<file path="src/hdl/mmcs_pkg.sv">
// Package for the min/max contrast stretch block.
// Holds frame and pixel sizes, derived widths and the divider result type.
// No dependencies.
package mmcs_pkg;

    localparam int FRAME_DEPTH = 4096;
    localparam int PIXEL_BITS  = 16;
    localparam int OUT_BITS    = 8;
    localparam int CFG_W       = 13;

    localparam int ADDR_W    = $clog2(FRAME_DEPTH);
    localparam int CNT_W     = ADDR_W + 1;
    localparam int LEN_W     = (CNT_W > CFG_W) ? CNT_W : CFG_W;
    localparam int DIV_W     = PIXEL_BITS + OUT_BITS;
    localparam int DIV_CNT_W = $clog2(OUT_BITS + 1);

    localparam logic [CFG_W-1:0] PIX_TOTAL_RESET = CFG_W'(4096);

    typedef struct packed {
        logic                done;
        logic [OUT_BITS-1:0] quot;
    } div_res_t;

endpackage

</file>
<file path="src/hdl/mmcs_div.sv">
// Radix-2 restoring divider, one quotient bit per cycle.
// Needs dividend < 2^OUT_BITS * divisor. Depends on mmcs_pkg.
module mmcs_div import mmcs_pkg::*; (
    input  logic                  clk,
    input  logic                  rst_n,
    input  logic                  start,
    input  logic [DIV_W-1:0]      dividend,
    input  logic [PIXEL_BITS-1:0] divisor,
    output div_res_t              res
);

    logic                  busy_reg;
    logic                  done_reg;
    logic [DIV_CNT_W-1:0]  cnt_reg;
    logic [PIXEL_BITS-1:0] rem_reg;
    logic [PIXEL_BITS-1:0] dvs_reg;
    logic [OUT_BITS-1:0]   quo_reg;

    logic [PIXEL_BITS:0]   partial;
    logic [PIXEL_BITS:0]   diff;
    logic                  ge;
    logic [PIXEL_BITS-1:0] rem_next;

    assign partial  = {rem_reg, quo_reg[OUT_BITS-1]};
    assign ge       = partial >= {1'b0, dvs_reg};
    assign diff     = partial - {1'b0, dvs_reg};
    assign rem_next = ge ? diff[PIXEL_BITS-1:0] : partial[PIXEL_BITS-1:0];

    always_ff @(posedge clk or negedge rst_n)
    begin
        if (!rst_n)
        begin
            busy_reg <= 1'b0;
            done_reg <= 1'b0;
            cnt_reg  <= '0;
        end
        else
        begin
            done_reg <= 1'b0;
            if (start)
            begin
                busy_reg <= 1'b1;
                cnt_reg  <= DIV_CNT_W'(OUT_BITS);
            end
            else if (busy_reg)
            begin
                cnt_reg <= cnt_reg - 1'b1;
                if (cnt_reg == DIV_CNT_W'(1))
                begin
                    busy_reg <= 1'b0;
                    done_reg <= 1'b1;
                end
            end
        end
    end

    always_ff @(posedge clk)
    begin
        if (start)
        begin
            rem_reg <= dividend[DIV_W-1:OUT_BITS];
            quo_reg <= dividend[OUT_BITS-1:0];
            dvs_reg <= divisor;
        end
        else if (busy_reg)
        begin
            rem_reg <= rem_next;
            quo_reg <= {quo_reg[OUT_BITS-2:0], ge};
        end
    end

    assign res.done = done_reg;
    assign res.quot = quo_reg;

endmodule

</file>
<file path="config.mk">
export PLATFORM = sky130hd
export DESIGN_NAME = mmcs_div
export DESIGN_NICKNAME = d
export VERILOG_FILES = /design/src/hdl/mmcs_pkg.sv /design/src/hdl/mmcs_div.sv
export SDC_FILE = /design/constraint.sdc
export NUM_CORES = 1
export LEC_CHECK = 0
export ABC_AREA = 1
export BUFFER_PORTS_ARGS = -buffer_cell sky130_fd_sc_hd__buf_2
export CAP_MARGIN = 20
export CORE_ASPECT_RATIO = 0.5
export CORE_MARGIN = 5
export CORE_UTILIZATION = 49
export CTS_BUF_LIST = sky130_fd_sc_hd__clkbuf_2
export DETAILED_ROUTE_END_ITERATION = 16
export GPL_ROUTABILITY_DRIVEN = 0
export HOLD_SLACK_MARGIN = 0.12
export PLACE_DENSITY = 0.71
export REMOVE_ABC_BUFFERS = 1
export SYNTH_ARGS = -nofsm -noshare
export SYNTH_HDL_FRONTEND = slang
export SYNTH_SLANG_ARGS = --single-unit
</file>
<file path="constraint.sdc">
create_clock -name clk -period 2.7 [get_ports clk]
set_input_delay 0.54 -clock clk [delete_from_list [all_inputs] [get_ports clk]]
set_output_delay 0.54 -clock clk [all_outputs]
set_load 0.02 [all_outputs]
</file>
==> results of run 1 <==
==> placed cells by master (no fill, tap or decap), types with 3 or more instances in the layout <==
master / count
buf_4: 3
xnor2_1: 4
nand3_2: 3
nand2_1: 147
a21oi_1: 7
dfrtp_1: 6
inv_2: 6
inv_1: 61
clkbuf_2: 6
o21ai_0: 6
nor2_1: 16
ha_1: 18
edfxtp_1: 40
nand3_1: 34
nand3b_1: 16
buf_2: 51
nand4_1: 5
nand2_2: 4
==> through the flow <==
stage          hold WS [ns]  util [%]
6_report              0.264      57.8
5_1_grt               0.204      57.8
4_1_cts               0.230      57.8
3_5_place_dp          0.371      56.6
3_3_place_gp          0.373      56.6
2_1_floorplan         0.244         -
==> Yosys cell counts (2+ instances only) <==
| master | number | area, sq um |
|---|---|---|
| nand2_1 | 147 | 552 |
| inv_1 | 61 | 229 |
| edfxtp_1 | 40 | 1200 |
| nand3_1 | 34 | 170 |
| ha_1 | 18 | 225 |
| nand3b_1 | 16 | 120 |
| nor2_1 | 16 | 60.1 |
| a21oi_1 | 7 | 35.0 |
| dfrtp_1 | 6 | 150 |
| inv_2 | 6 | 22.5 |
| o21ai_0 | 6 | 30.0 |
| nand4_1 | 5 | 31.3 |
| clkbuf_1 | 4 | 15.0 |
| nand2_2 | 4 | 25.0 |
| xnor2_1 | 4 | 35.0 |
| nand3_2 | 3 | 30.0 |
| buf_2 | 2 | 10.0 |
| buf_6 | 2 | 22.5 |
| nor3_1 | 2 | 10.0 |
| nor4_1 | 2 | 12.5 |
| or2_2 | 2 | 12.5 |
| xor2_1 | 2 | 17.5 |
==> critical path: cells and delay by family, from the launching register on <==
family                     cells  cell delay [ns]
and+or+nand+nor               10             0.90
adders and majority gates      2             0.54
DFF                            1             0.43
buffers and inverters          2             0.18
==> cell families after synthesis <==
family | after synthesis | share of synthesized area (%)
simple gates | 239 | 35.1
buf+inv | 77 | 10.1
flops | 46 | 42.5
fa+ha+maj | 19 | 7.71
compound gates | 17 | 2.95
xor+xnor | 6 | 1.65
==> layout make-up <==
| type | count | share of cell area (%) |
|---|---|---|
| tap | 88 | 3.08 |
| inverter | 67 | 7.04 |
| clock buffer | 6 | 0.840 |
| sequential | 46 | 37.8 |
| multi-input combinational | 281 | 42.1 |
| timing repair buffer | 55 | 8.05 |
| clock inverter | 2 | 1.05 |
==> timing repair <==
action                                 CTS  global route
endpoints found under the hold margin    6             0
gates resized for setup                  0             0
hold buffers                             1             0
==> path summary, 6_finish.rpt <==
path | end | slack, ns | cells after the start
setup / recovery | rem_reg[14] | 0.45 | 14
hold / removal | dvs_reg[11] | 0.26 | 1
setup reg to reg | rem_reg[14] | 0.45 | 14
hold reg to reg | done_reg | 0.50 | 1
max in group asynchronous | done_reg | 2.15 | 2
min in group asynchronous | cnt_reg[1] | 0.42 | 2
==> layer usage <==
metal,share of wire (%),routed length (um)
met1,53,3560
met2,40,2670
met3,7.0,473
met4,0.70,47
met5,0,0
==> power groups by stage <==
| stage | clock network (uW) | logic [uW] | registers (uW) |
|---|---|---|---|
| CTS | 405 | 1920 | 1080 |
| floorplan | 0 | 1480 | 1100 |
| global route | 431 | 2200 | 1100 |
| detailed placement | 0 | 1910 | 1090 |
| finish | 386 | 1930 | 1080 |
| global placement | 0 | 1900 | 1090 |
==> summary.txt, run 1 <==
Run status
  • Status: completed

Layout
  • Post-route cell area: 0.00357 sq mm
  • Register area: 0.00135 sq mm
  • Multi-input gate area: 0.00151 sq mm
  • Layout Cells excl Fill: 545
  • Final nets: 518
  • Diode count: 0
  • Share of layout cells above drive strength 1: 18.4%
  • Filler cells: 590
  • Syn-to-layout area delta: 12.4%

Hold path
  • Min-delay src: divisor[11]
  • Worst hold path type: in2reg

Timing
  • Tmin final: 2.25 ns
  • Setup TNS: 0 ns
  • Period Utilization, post-route: 83.3%
  • RSZ-0062 raised after global routing: false
  • Worst slew margin: 69.3%
  • Clock Skew: 0.00982 ns
  • F_max: 445 MHz
  • Min setup slack post-route: 0.452 ns
  • Final Max Tran Viols: 0
  • # setup viols final: 0
  • Endpoints failing hold: 0
  • Slew @ Worst Pin: 0.460 ns

Clock network
  • Clk pin slew, worst setup/hold paths: 0.23 ns
  • CTS buffer count: 5
  • CTS H-tree lvls: 2
  • Clk_lat worst skew: 0.43 ns
  • Root buf cell: clkbuf_2
  • CTS tree: built
  • Clk sink count: 46
  • Clock buffer depth: 2
  • Post-CTS Setup Inserts: 0

Synth
  • Yosys reg bits: 46
  • Number of synthesized flops with an enable pin: 40
  • Post-synth ARST share: 13.0%
  • Synth Warn #: 0
  • Most used DFF post-synth: edfxtp_1
  • Yosys cell types: 37
  • Register area share after synthesis: 42.5%
  • Synthesized area: 0.00318 sq mm
  • Syn Inst Count: 404
  • Post-synthesis area per instance: 7.87 sq um

Power and ir drop
  • Cell Pwr Density: 949 mW/mm^2
  • Internal power: 1870 uW
  • Sw Pwr: 1520 uW
  • Clock network power share: 11.4%
  • Worst VDD drop: 0.342 mV
  • Comb pwr share: 56.9%
  • LEAKAGE: 0.00188 uW
  • Sw frac: 44.8%
  • Sequential share of power: 31.7%
  • Total Power: 3390 uW

Floorplan
  • Die H: 67.0 um
  • Rows: 20
  • I/O pins: 52
  • Starting density of the core: 51.4%
  • CORE AREA: 0.00618 sq mm
  • Die X-Extent: 124 um
  • Die ar.: 0.00830 sq mm

Setup path
  • Worst-path fanout max: 4
  • Most frequent CP cell: nand2_1
  • Worst setup SP type: flop
  • Worst reg2reg path startpoint: quo_reg[7]
  • Max incr delay on CP: 0.43 ns
  • Cell Chain, Critical Path: inv_1 -> ha_1 -> inv_1 -> fa_1 -> nand2_1 -> nand2_1 -> nand3_1 -> nand2_1 -> nand2_1 -> nand2_1 -> nand2_1 -> nand3_2 -> nand3_1 -> nand2_1
  • Crit path arrival time: 2.47 ns
  • Crit Path Class: reg2reg
  • CP Data Required Time: 2.92 ns
  • Slowest stage cell on the critical path: edfxtp_1
  • Critical path startpoint: quo_reg[7]
  • Crit end category: flop

Placement
  • Post-DP Area: 0.00350 sq mm
  • Placed cells: 536
  • Place WS: 0.504 ns
  • Dpl hpwl: 4990 um
  • Port bufs: 51

Drt
  • Remaining antenna violation count: 0
  • WL/cell: 12.4 um
  • Post-Route WL: 6750 um
  • DR iter-0 viols: 136
  • Vias: 2592
  • Drt pass-1 iters: 4
  • Via/cell ratio: 4.76
  • DR DRC count: 0

Flow run
  • Max_cap viols: 0

GRT
  • Pin count of the biggest net entering global routing: 41
  • Remaining global-route overflow: 0
  • Global-route wire length before repair: 11200 um
  • GRT busiest layer: met1
  • Total GRT Usage: 17.5%
  • Initial antenna violation count: 0
  • Met1 Resource Use GR: 26.7%
  • Met2 GRT Util: 24.7%
  • Vias in the first global route: 2388
  • Met3 Use GR: 4.58%
Note: power is estimated with default switching activity, not from simulation.
==> run 2, diff against run 1 <==
Clock period 2.7 ns to 2.3 ns, I/O delays scaled along.
==> summary.txt, run 2 (synthesis results as in run 1) <==
Layout
  • Final core occ: 59.7% (was 57.8%)
  • Final nets: 529 (was 518)
  • Register area: 0.00135 sq mm (unchanged)
  • Most common cell after layout, fill and taps aside: nand2_1 (unchanged)
  • Multi-input gate area: 0.00153 sq mm (was 0.00151 sq mm)
  • Filler cells: 570 (was 590)
  • Syn-to-layout area delta: 16.1% (was 12.4%)
  • Layout Cells excl Fill: 556 (was 545)
  • Commonest cells after routing, fill and taps aside: nand2_1, inv_1, buf_2, edfxtp_1, nand3_1 (unchanged)
  • Diode count: 0 (unchanged)
  • Share of layout cells above drive strength 1: 20.1% (was 18.4%)

Setup path
  • CP Data Required Time: 2.50 ns (was 2.92 ns)
  • Crit Path Class: reg2reg (unchanged)
  • Most frequent CP cell: nand2_1 (unchanged)
  • Crit end category: flop (unchanged)
  • Crit path arrival time: 2.39 ns (was 2.47 ns)
  • Slowest stage cell on the critical path: edfxtp_1 (unchanged)
  • Max incr delay on CP: 0.44 ns (was 0.43 ns)
  • Worst-path fanout max: 4 (unchanged)
  • Cell Chain, Critical Path: inv_1 -> ha_1 -> inv_1 -> fa_2 -> nand2_1 -> nand2_2 -> nand3_1 -> nand2_2 -> nand2_1 -> nand2_1 -> nand2_1 -> nand3_2 -> nand3_1 -> nand2_1 (was inv_1 -> ha_1 -> inv_1 -> fa_1 -> nand2_1 -> nand2_1 -> nand3_1 -> nand2_1 -> nand2_1 -> nand2_1 -> nand2_1 -> nand3_2 -> nand3_1 -> nand2_1)
  • Worst setup SP type: flop (unchanged)

Flow run
  • Max_cap viols: 0 (unchanged)

Power and ir drop
  • Cell Pwr Density: 1110 mW/mm^2 (was 949 mW/mm^2)
  • Total Power: 4090 uW (was 3390 uW)
  • Worst VDD drop: 0.359 mV (was 0.342 mV)
  • LEAKAGE: 0.00194 uW (was 0.00188 uW)

Timing
  • Final Max Tran Viols: 0 (unchanged)
  • F_max: 458 MHz (was 445 MHz)
  • Endpoints failing hold: 0 (unchanged)
  • Clock Skew: 0.0241 ns (was 0.00982 ns)
  • Setup TNS: 0 ns (unchanged)
  • Worst slew margin: 70.5% (was 69.3%)
  • # setup viols final: 0 (unchanged)
  • RSZ-0062 raised after global routing: false (unchanged)
  • Slew @ Worst Pin: 0.443 ns (was 0.460 ns)
  • Tmin final: 2.18 ns (was 2.25 ns)
  • Period Utilization, post-route: 94.9% (was 83.3%)

GRT
  • Pin count of the biggest net entering global routing: 41 (unchanged)
  • Initial antenna violation count: 0 (unchanged)
  • Global-route wire length before repair: 11300 um (was 11200 um)
  • Vias in the first global route: 2428 (was 2388)
  • Remaining global-route overflow: 0 (unchanged)
  • Total GRT Usage: 17.7% (was 17.5%)

Drt
  • Vias: 2706 (was 2592)
  • Top Layer Used: met4 (unchanged)
  • DR iter-0 viols: 192 (was 136)
  • Via/cell ratio: 4.87 (was 4.76)
  • Drt pass-1 iters: 5 (was 4)
  • Routed met2 length: 2650 um (was 2670 um)
  • DRT met1 WL: 3530 um (was 3560 um)
  • Remaining antenna violation count: 0 (unchanged)
  • DR DRC count: 0 (unchanged)
  • Met3 routed WL: 629 um (was 473 um)
  • WL/cell: 12.4 um (about the same)
  • Post-Route WL: 6870 um (was 6750 um)

Placement
  • Dpl hpwl: 5110 um (was 4990 um)
  • Port bufs: 51 (unchanged)
  • Placed cells: 540 (was 536)

Clock network
  • CTS tree: built (unchanged)
  • Clk pin slew, worst setup/hold paths: 0.23 ns (about the same)
  • Root buf cell: clkbuf_2 (unchanged)
  • CTS buffer count: 5 (unchanged)
  • Clock buffer depth: 2 (unchanged)
  • Clk sink count: 46 (unchanged)
  • Clk_lat worst skew: 0.43 ns (about the same)
  • CTS H-tree lvls: 2 (unchanged)

Floorplan
  • Starting density of the core: 51.4% (unchanged)
  • Die H: 67.0 um (unchanged)
  • Rows: 20 (unchanged)
  • Die ar.: 0.00830 sq mm (unchanged)
  • Die X-Extent: 124 um (unchanged)
  • CORE AREA: 0.00618 sq mm (unchanged)
  • I/O pins: 52 (unchanged)

Run status
  • Status: completed (unchanged)

Hold path
  • Worst hold path type: in2reg (unchanged)
## run 2: cell count changes in the layout (fill, tap and decap cells not counted), moves of 2 or more
cell           delta
nand2_1           -2
buf_4             +5
nand2_2           +2
dlygate4sd3_1     +4
## run 2: metal layers
layer  vias to the layer above  track usage (%)
li1                       1414                -
met1                      1200             27.3
met2                        83             23.9
met3                         9             4.75
met4                         0             4.50
met5                         -                0
## run 2: worst paths after layout
| check | startpoint | end | slack, ns | cells past startpoint |
|---|---|---|---|---|
| hold reg to reg | cnt_reg[2] | done_reg | 0.50 | 1 |
| setup / recovery | quo_reg[7] | rem_reg[14] | 0.12 | 14 |
| hold / removal | divisor[2] | dvs_reg[2] | 0.19 | 1 |
| max in group asynchronous | rst_n | busy_reg | 1.83 | 2 |
| min in group asynchronous | rst_n | cnt_reg[0] | 0.33 | 2 |
| setup reg to reg | quo_reg[7] | rem_reg[14] | 0.12 | 14 |
## run 2: layout make-up
cell class,instances,share of cell area [%]
Inverter,67,6.81
Timing Repair Buffer,65,10.4
Clock inverter,2,1.02
Multi-Input combinational cell,282,41.3
Tap cell,88,2.98
Clock buffer,6,0.814
Sequential cell,46,36.6
## run 2: what timing repair did
action	4_1_cts	5_1_grt
buffers inserted	0	2
hold endpoints to repair	6	4
resized for setup	0	3
hold buffers	1	4
setup endpoints to repair	0	10
## run 2: critical path: cells and delay by family, from the launching register on
family                   cells  cell delay [ns]
adder cells (fa/ha/maj)      2             0.51
buffers and inverters        2             0.18
AND/OR/NAND/NOR             10             0.84
flip-flops                   1             0.44
## run 2: where the power goes
part	total, uW	switching, uW	internal (uW)	leakage [uW]
clock network	455	268	188	0.0000392
registers	1260	99.9	1160	0.000486
logic	2370	1460	908	0.00141
total	4090	1830	2260	0.00194
## run 2: per-stage QoR
step | hold WS (ns) | area [sq um] | setup slack [ns]
3_5_place_dp | 0.293 | 3540 | 0.0949
5_1_grt | 0.130 | 3690 | 0.00893
6_report | 0.186 | 3690 | 0.116
4_1_cts | 0.148 | 3620 | 0.0400
3_3_place_gp | 0.292 | 3540 | 0.119
2_1_floorplan | 0.164 | 3110 | 0.217
==> run 3, diff against run 2 <==
Settings changed: CORE_MARGIN 5 to default, CTS_BUF_LIST sky130_fd_sc_hd__clkbuf_2 to sky130_fd_sc_hd__clkbuf_8, HOLD_SLACK_MARGIN 0.12 to 0.06.
==> summary.txt, run 3 (synthesis results as in run 1) <==
Setup path
  • Worst setup SP type: flop (unchanged)
  • Crit end category: flop (unchanged)
  • FF-to-FF path depth: 12 (was 14)
  • Crit Path Class: reg2reg (unchanged)
  • CP Data Required Time: 2.38 ns (was 2.50 ns)
  • R2R setup slack: 0.1 ns (was 0.12 ns)
  • Worst-path fanout max: 8 (was 4)
  • Crit path arrival time: 2.28 ns (was 2.39 ns)

Hold path
  • Hold Path Cell Cnt: 1 (unchanged)
  • Worst hold path type: in2reg (unchanged)

Timing
  • Worst slew margin: 69.7% (was 70.5%)
  • Setup TNS: 0 ns (unchanged)
  • Final Max Tran Viols: 0 (unchanged)
  • Clock Skew: 0.00853 ns (was 0.0241 ns)
  • Period Utilization, post-route: 95.8% (was 94.9%)
  • Slew @ Worst Pin: 0.454 ns (was 0.443 ns)
  • Tmin final: 2.20 ns (was 2.18 ns)
  • F_max: 454 MHz (was 458 MHz)
  • Endpoints failing hold: 0 (unchanged)
  • # setup viols final: 0 (unchanged)

Clock network
  • CTS buffer count: 5 (unchanged)
  • CTS H-tree lvls: 2 (unchanged)
  • Clk pin slew, worst setup/hold paths: 0.09 ns (was 0.23 ns)
  • Root buf cell: clkbuf_8 (was clkbuf_2)
  • Clock buffer depth: 2 (unchanged)
  • Clk_lat worst skew: 0.32 ns (was 0.43 ns)
  • CTS tree: built (unchanged)
  • Clk sink count: 46 (unchanged)

Drt
  • DR DRC count: 0 (unchanged)
  • Vias: 2759 (was 2706)
  • Drt pass-1 iters: 5 (unchanged)
  • WL/cell: 13.4 um (was 12.4 um)
  • Post-Route WL: 7370 um (was 6870 um)
  • Via/cell ratio: 5.01 (was 4.87)
  • Remaining antenna violation count: 0 (unchanged)
  • DR iter-0 viols: 197 (was 192)

Layout
  • Layout Cells excl Fill: 551 (was 556)
  • Final core occ: 60.8% (was 59.7%)
  • Final nets: 524 (was 529)
  • Diode count: 0 (unchanged)
  • Commonest cells after routing, fill and taps aside: nand2_1, inv_1, buf_2, edfxtp_1, nand3_1 (unchanged)
  • Filler cells: 582 (was 570)
  • Syn-to-layout area delta: 17.6% (was 16.1%)
  • Share of layout cells above drive strength 1: 22.5% (was 20.1%)
  • Register area: 0.00135 sq mm (unchanged)
  • Multi-input gate area: 0.00159 sq mm (was 0.00153 sq mm)
  • Post-route cell area: 0.00374 sq mm (was 0.00369 sq mm)
  • Most common cell after layout, fill and taps aside: nand2_1 (unchanged)

Power and ir drop
  • Comb pwr share: 58.1% (was 58.0%)
  • Clock network power share: 11.8% (was 11.1%)
  • Cell Pwr Density: 1160 mW/mm^2 (was 1110 mW/mm^2)
  • LEAKAGE: 0.00192 uW (was 0.00194 uW)
  • Total Power: 4330 uW (was 4090 uW)
  • Worst VDD drop: 0.444 mV (was 0.359 mV)
  • Internal power: 2380 uW (was 2260 uW)
  • Sequential share of power: 30.1% (was 30.9%)
  • Sw frac: 45.1% (was 44.7%)
  • Sw Pwr: 1950 uW (was 1830 uW)

Flow run
  • Max_cap viols: 0 (unchanged)

Floorplan
  • I/O pins: 52 (unchanged)
  • Rows: 20 (unchanged)
  • Die ar.: 0.00683 sq mm (was 0.00830 sq mm)
  • Die H: 59.0 um (was 67.0 um)
  • Starting density of the core: 51.6% (was 51.4%)
  • Die X-Extent: 116 um (was 124 um)
  • CORE AREA: 0.00616 sq mm (was 0.00618 sq mm)

GRT
  • Vias in the first global route: 2482 (was 2428)
  • Pin count of the biggest net entering global routing: 41 (unchanged)
  • Remaining global-route overflow: 0 (unchanged)
  • Global-route wire length before repair: 11900 um (was 11300 um)
  • Initial antenna violation count: 0 (unchanged)
  • Total GRT Usage: 23.6% (was 17.7%)

Placement
  • Post-DP Area: 0.00352 sq mm (was 0.00354 sq mm)
  • Dpl hpwl: 5390 um (was 5110 um)
  • Placed cells: 539 (was 540)
  • Port bufs: 51 (unchanged)

Run status
  • Status: completed (unchanged)
run 3: changes by cell type in the layout (fill, tap and decap cells not counted), sizes merged:
cell	previous run	this run
dlygate4sd3	5	1
clkinv	0	2
bufinv	1	0
clkbuf	6	5
nor2	20	19
run 3: final timing paths:
path	endpoint	start
min reg2reg	done_reg	cnt_reg[2]
max reg2reg	rem_reg[4]	rem_reg[6]
max	rem_reg[4]	rem_reg[6]
min in group asynchronous	cnt_reg[1]	rst_n
min	dvs_reg[3]	divisor[3]
max in group asynchronous	cnt_reg[3]	rst_n
run 3: per-layer routing:
metal / GRT usage (%) / vias up / share of wire, %
met5: 0 / - / 0
met4: 6.59 / 0 / 1.5
met3: 6.08 / 15 / 7.6
met2: 34.1 / 101 / 42
met1: 34.8 / 1235 / 49
li1: - / 1408 / -
run 3: repair_timing:
item                                   CTS  global route
setup endpoints to repair                0            16
hold buffers                             1             0
setup buffers                            0             3
endpoints found under the hold margin    6             0
resized for setup                        0            14
run 3: power by group through the flow:
stage	registers [uW]	clock network (uW)	logic (uW)
after CTS	1280	532	2280
after global routing	1330	564	2820
after global placement	1280	0	2220
after detailed placement	1300	0	2260
final	1300	512	2520
after floorplan	1290	0	1740
run 3: worst max-delay path, stage by stage (launching register included):
cell and delay [ns]:
edfxtp_1 0.40, ha_1 0.39, nand2_2 0.14, inv_1 0.05
nand2_1 0.05, nand2_1 0.09, inv_2 0.08, nand3_2 0.14
nand2_4 0.19, buf_4 0.18, nand3b_1 0.09, nand3_1 0.10
nand2_1 0.06
run 3: stage by stage:
| step | hold WS, ns | worst slack (ns) |
|---|---|---|
| 3_3_place_gp | 0.293 | 0.113 |
| 6_report | 0.311 | 0.0972 |
| 5_1_grt | 0.299 | -0.0424 |
| 4_1_cts | 0.303 | 0.0614 |
| 3_5_place_dp | 0.293 | 0.0789 |
| 2_1_floorplan | 0.164 | 0.217 |
run 3: final cells by class:
| type | count | area share (%) |
|---|---|---|
| multi-input cells | 281 | 42.6 |
| flip-flops and latches | 46 | 36.1 |
| repair buffers | 61 | 9.23 |
| inverters | 67 | 6.72 |
| well taps | 88 | 2.94 |
| clock buffers | 5 | 1.84 |
| clock inverters | 3 | 0.569 |
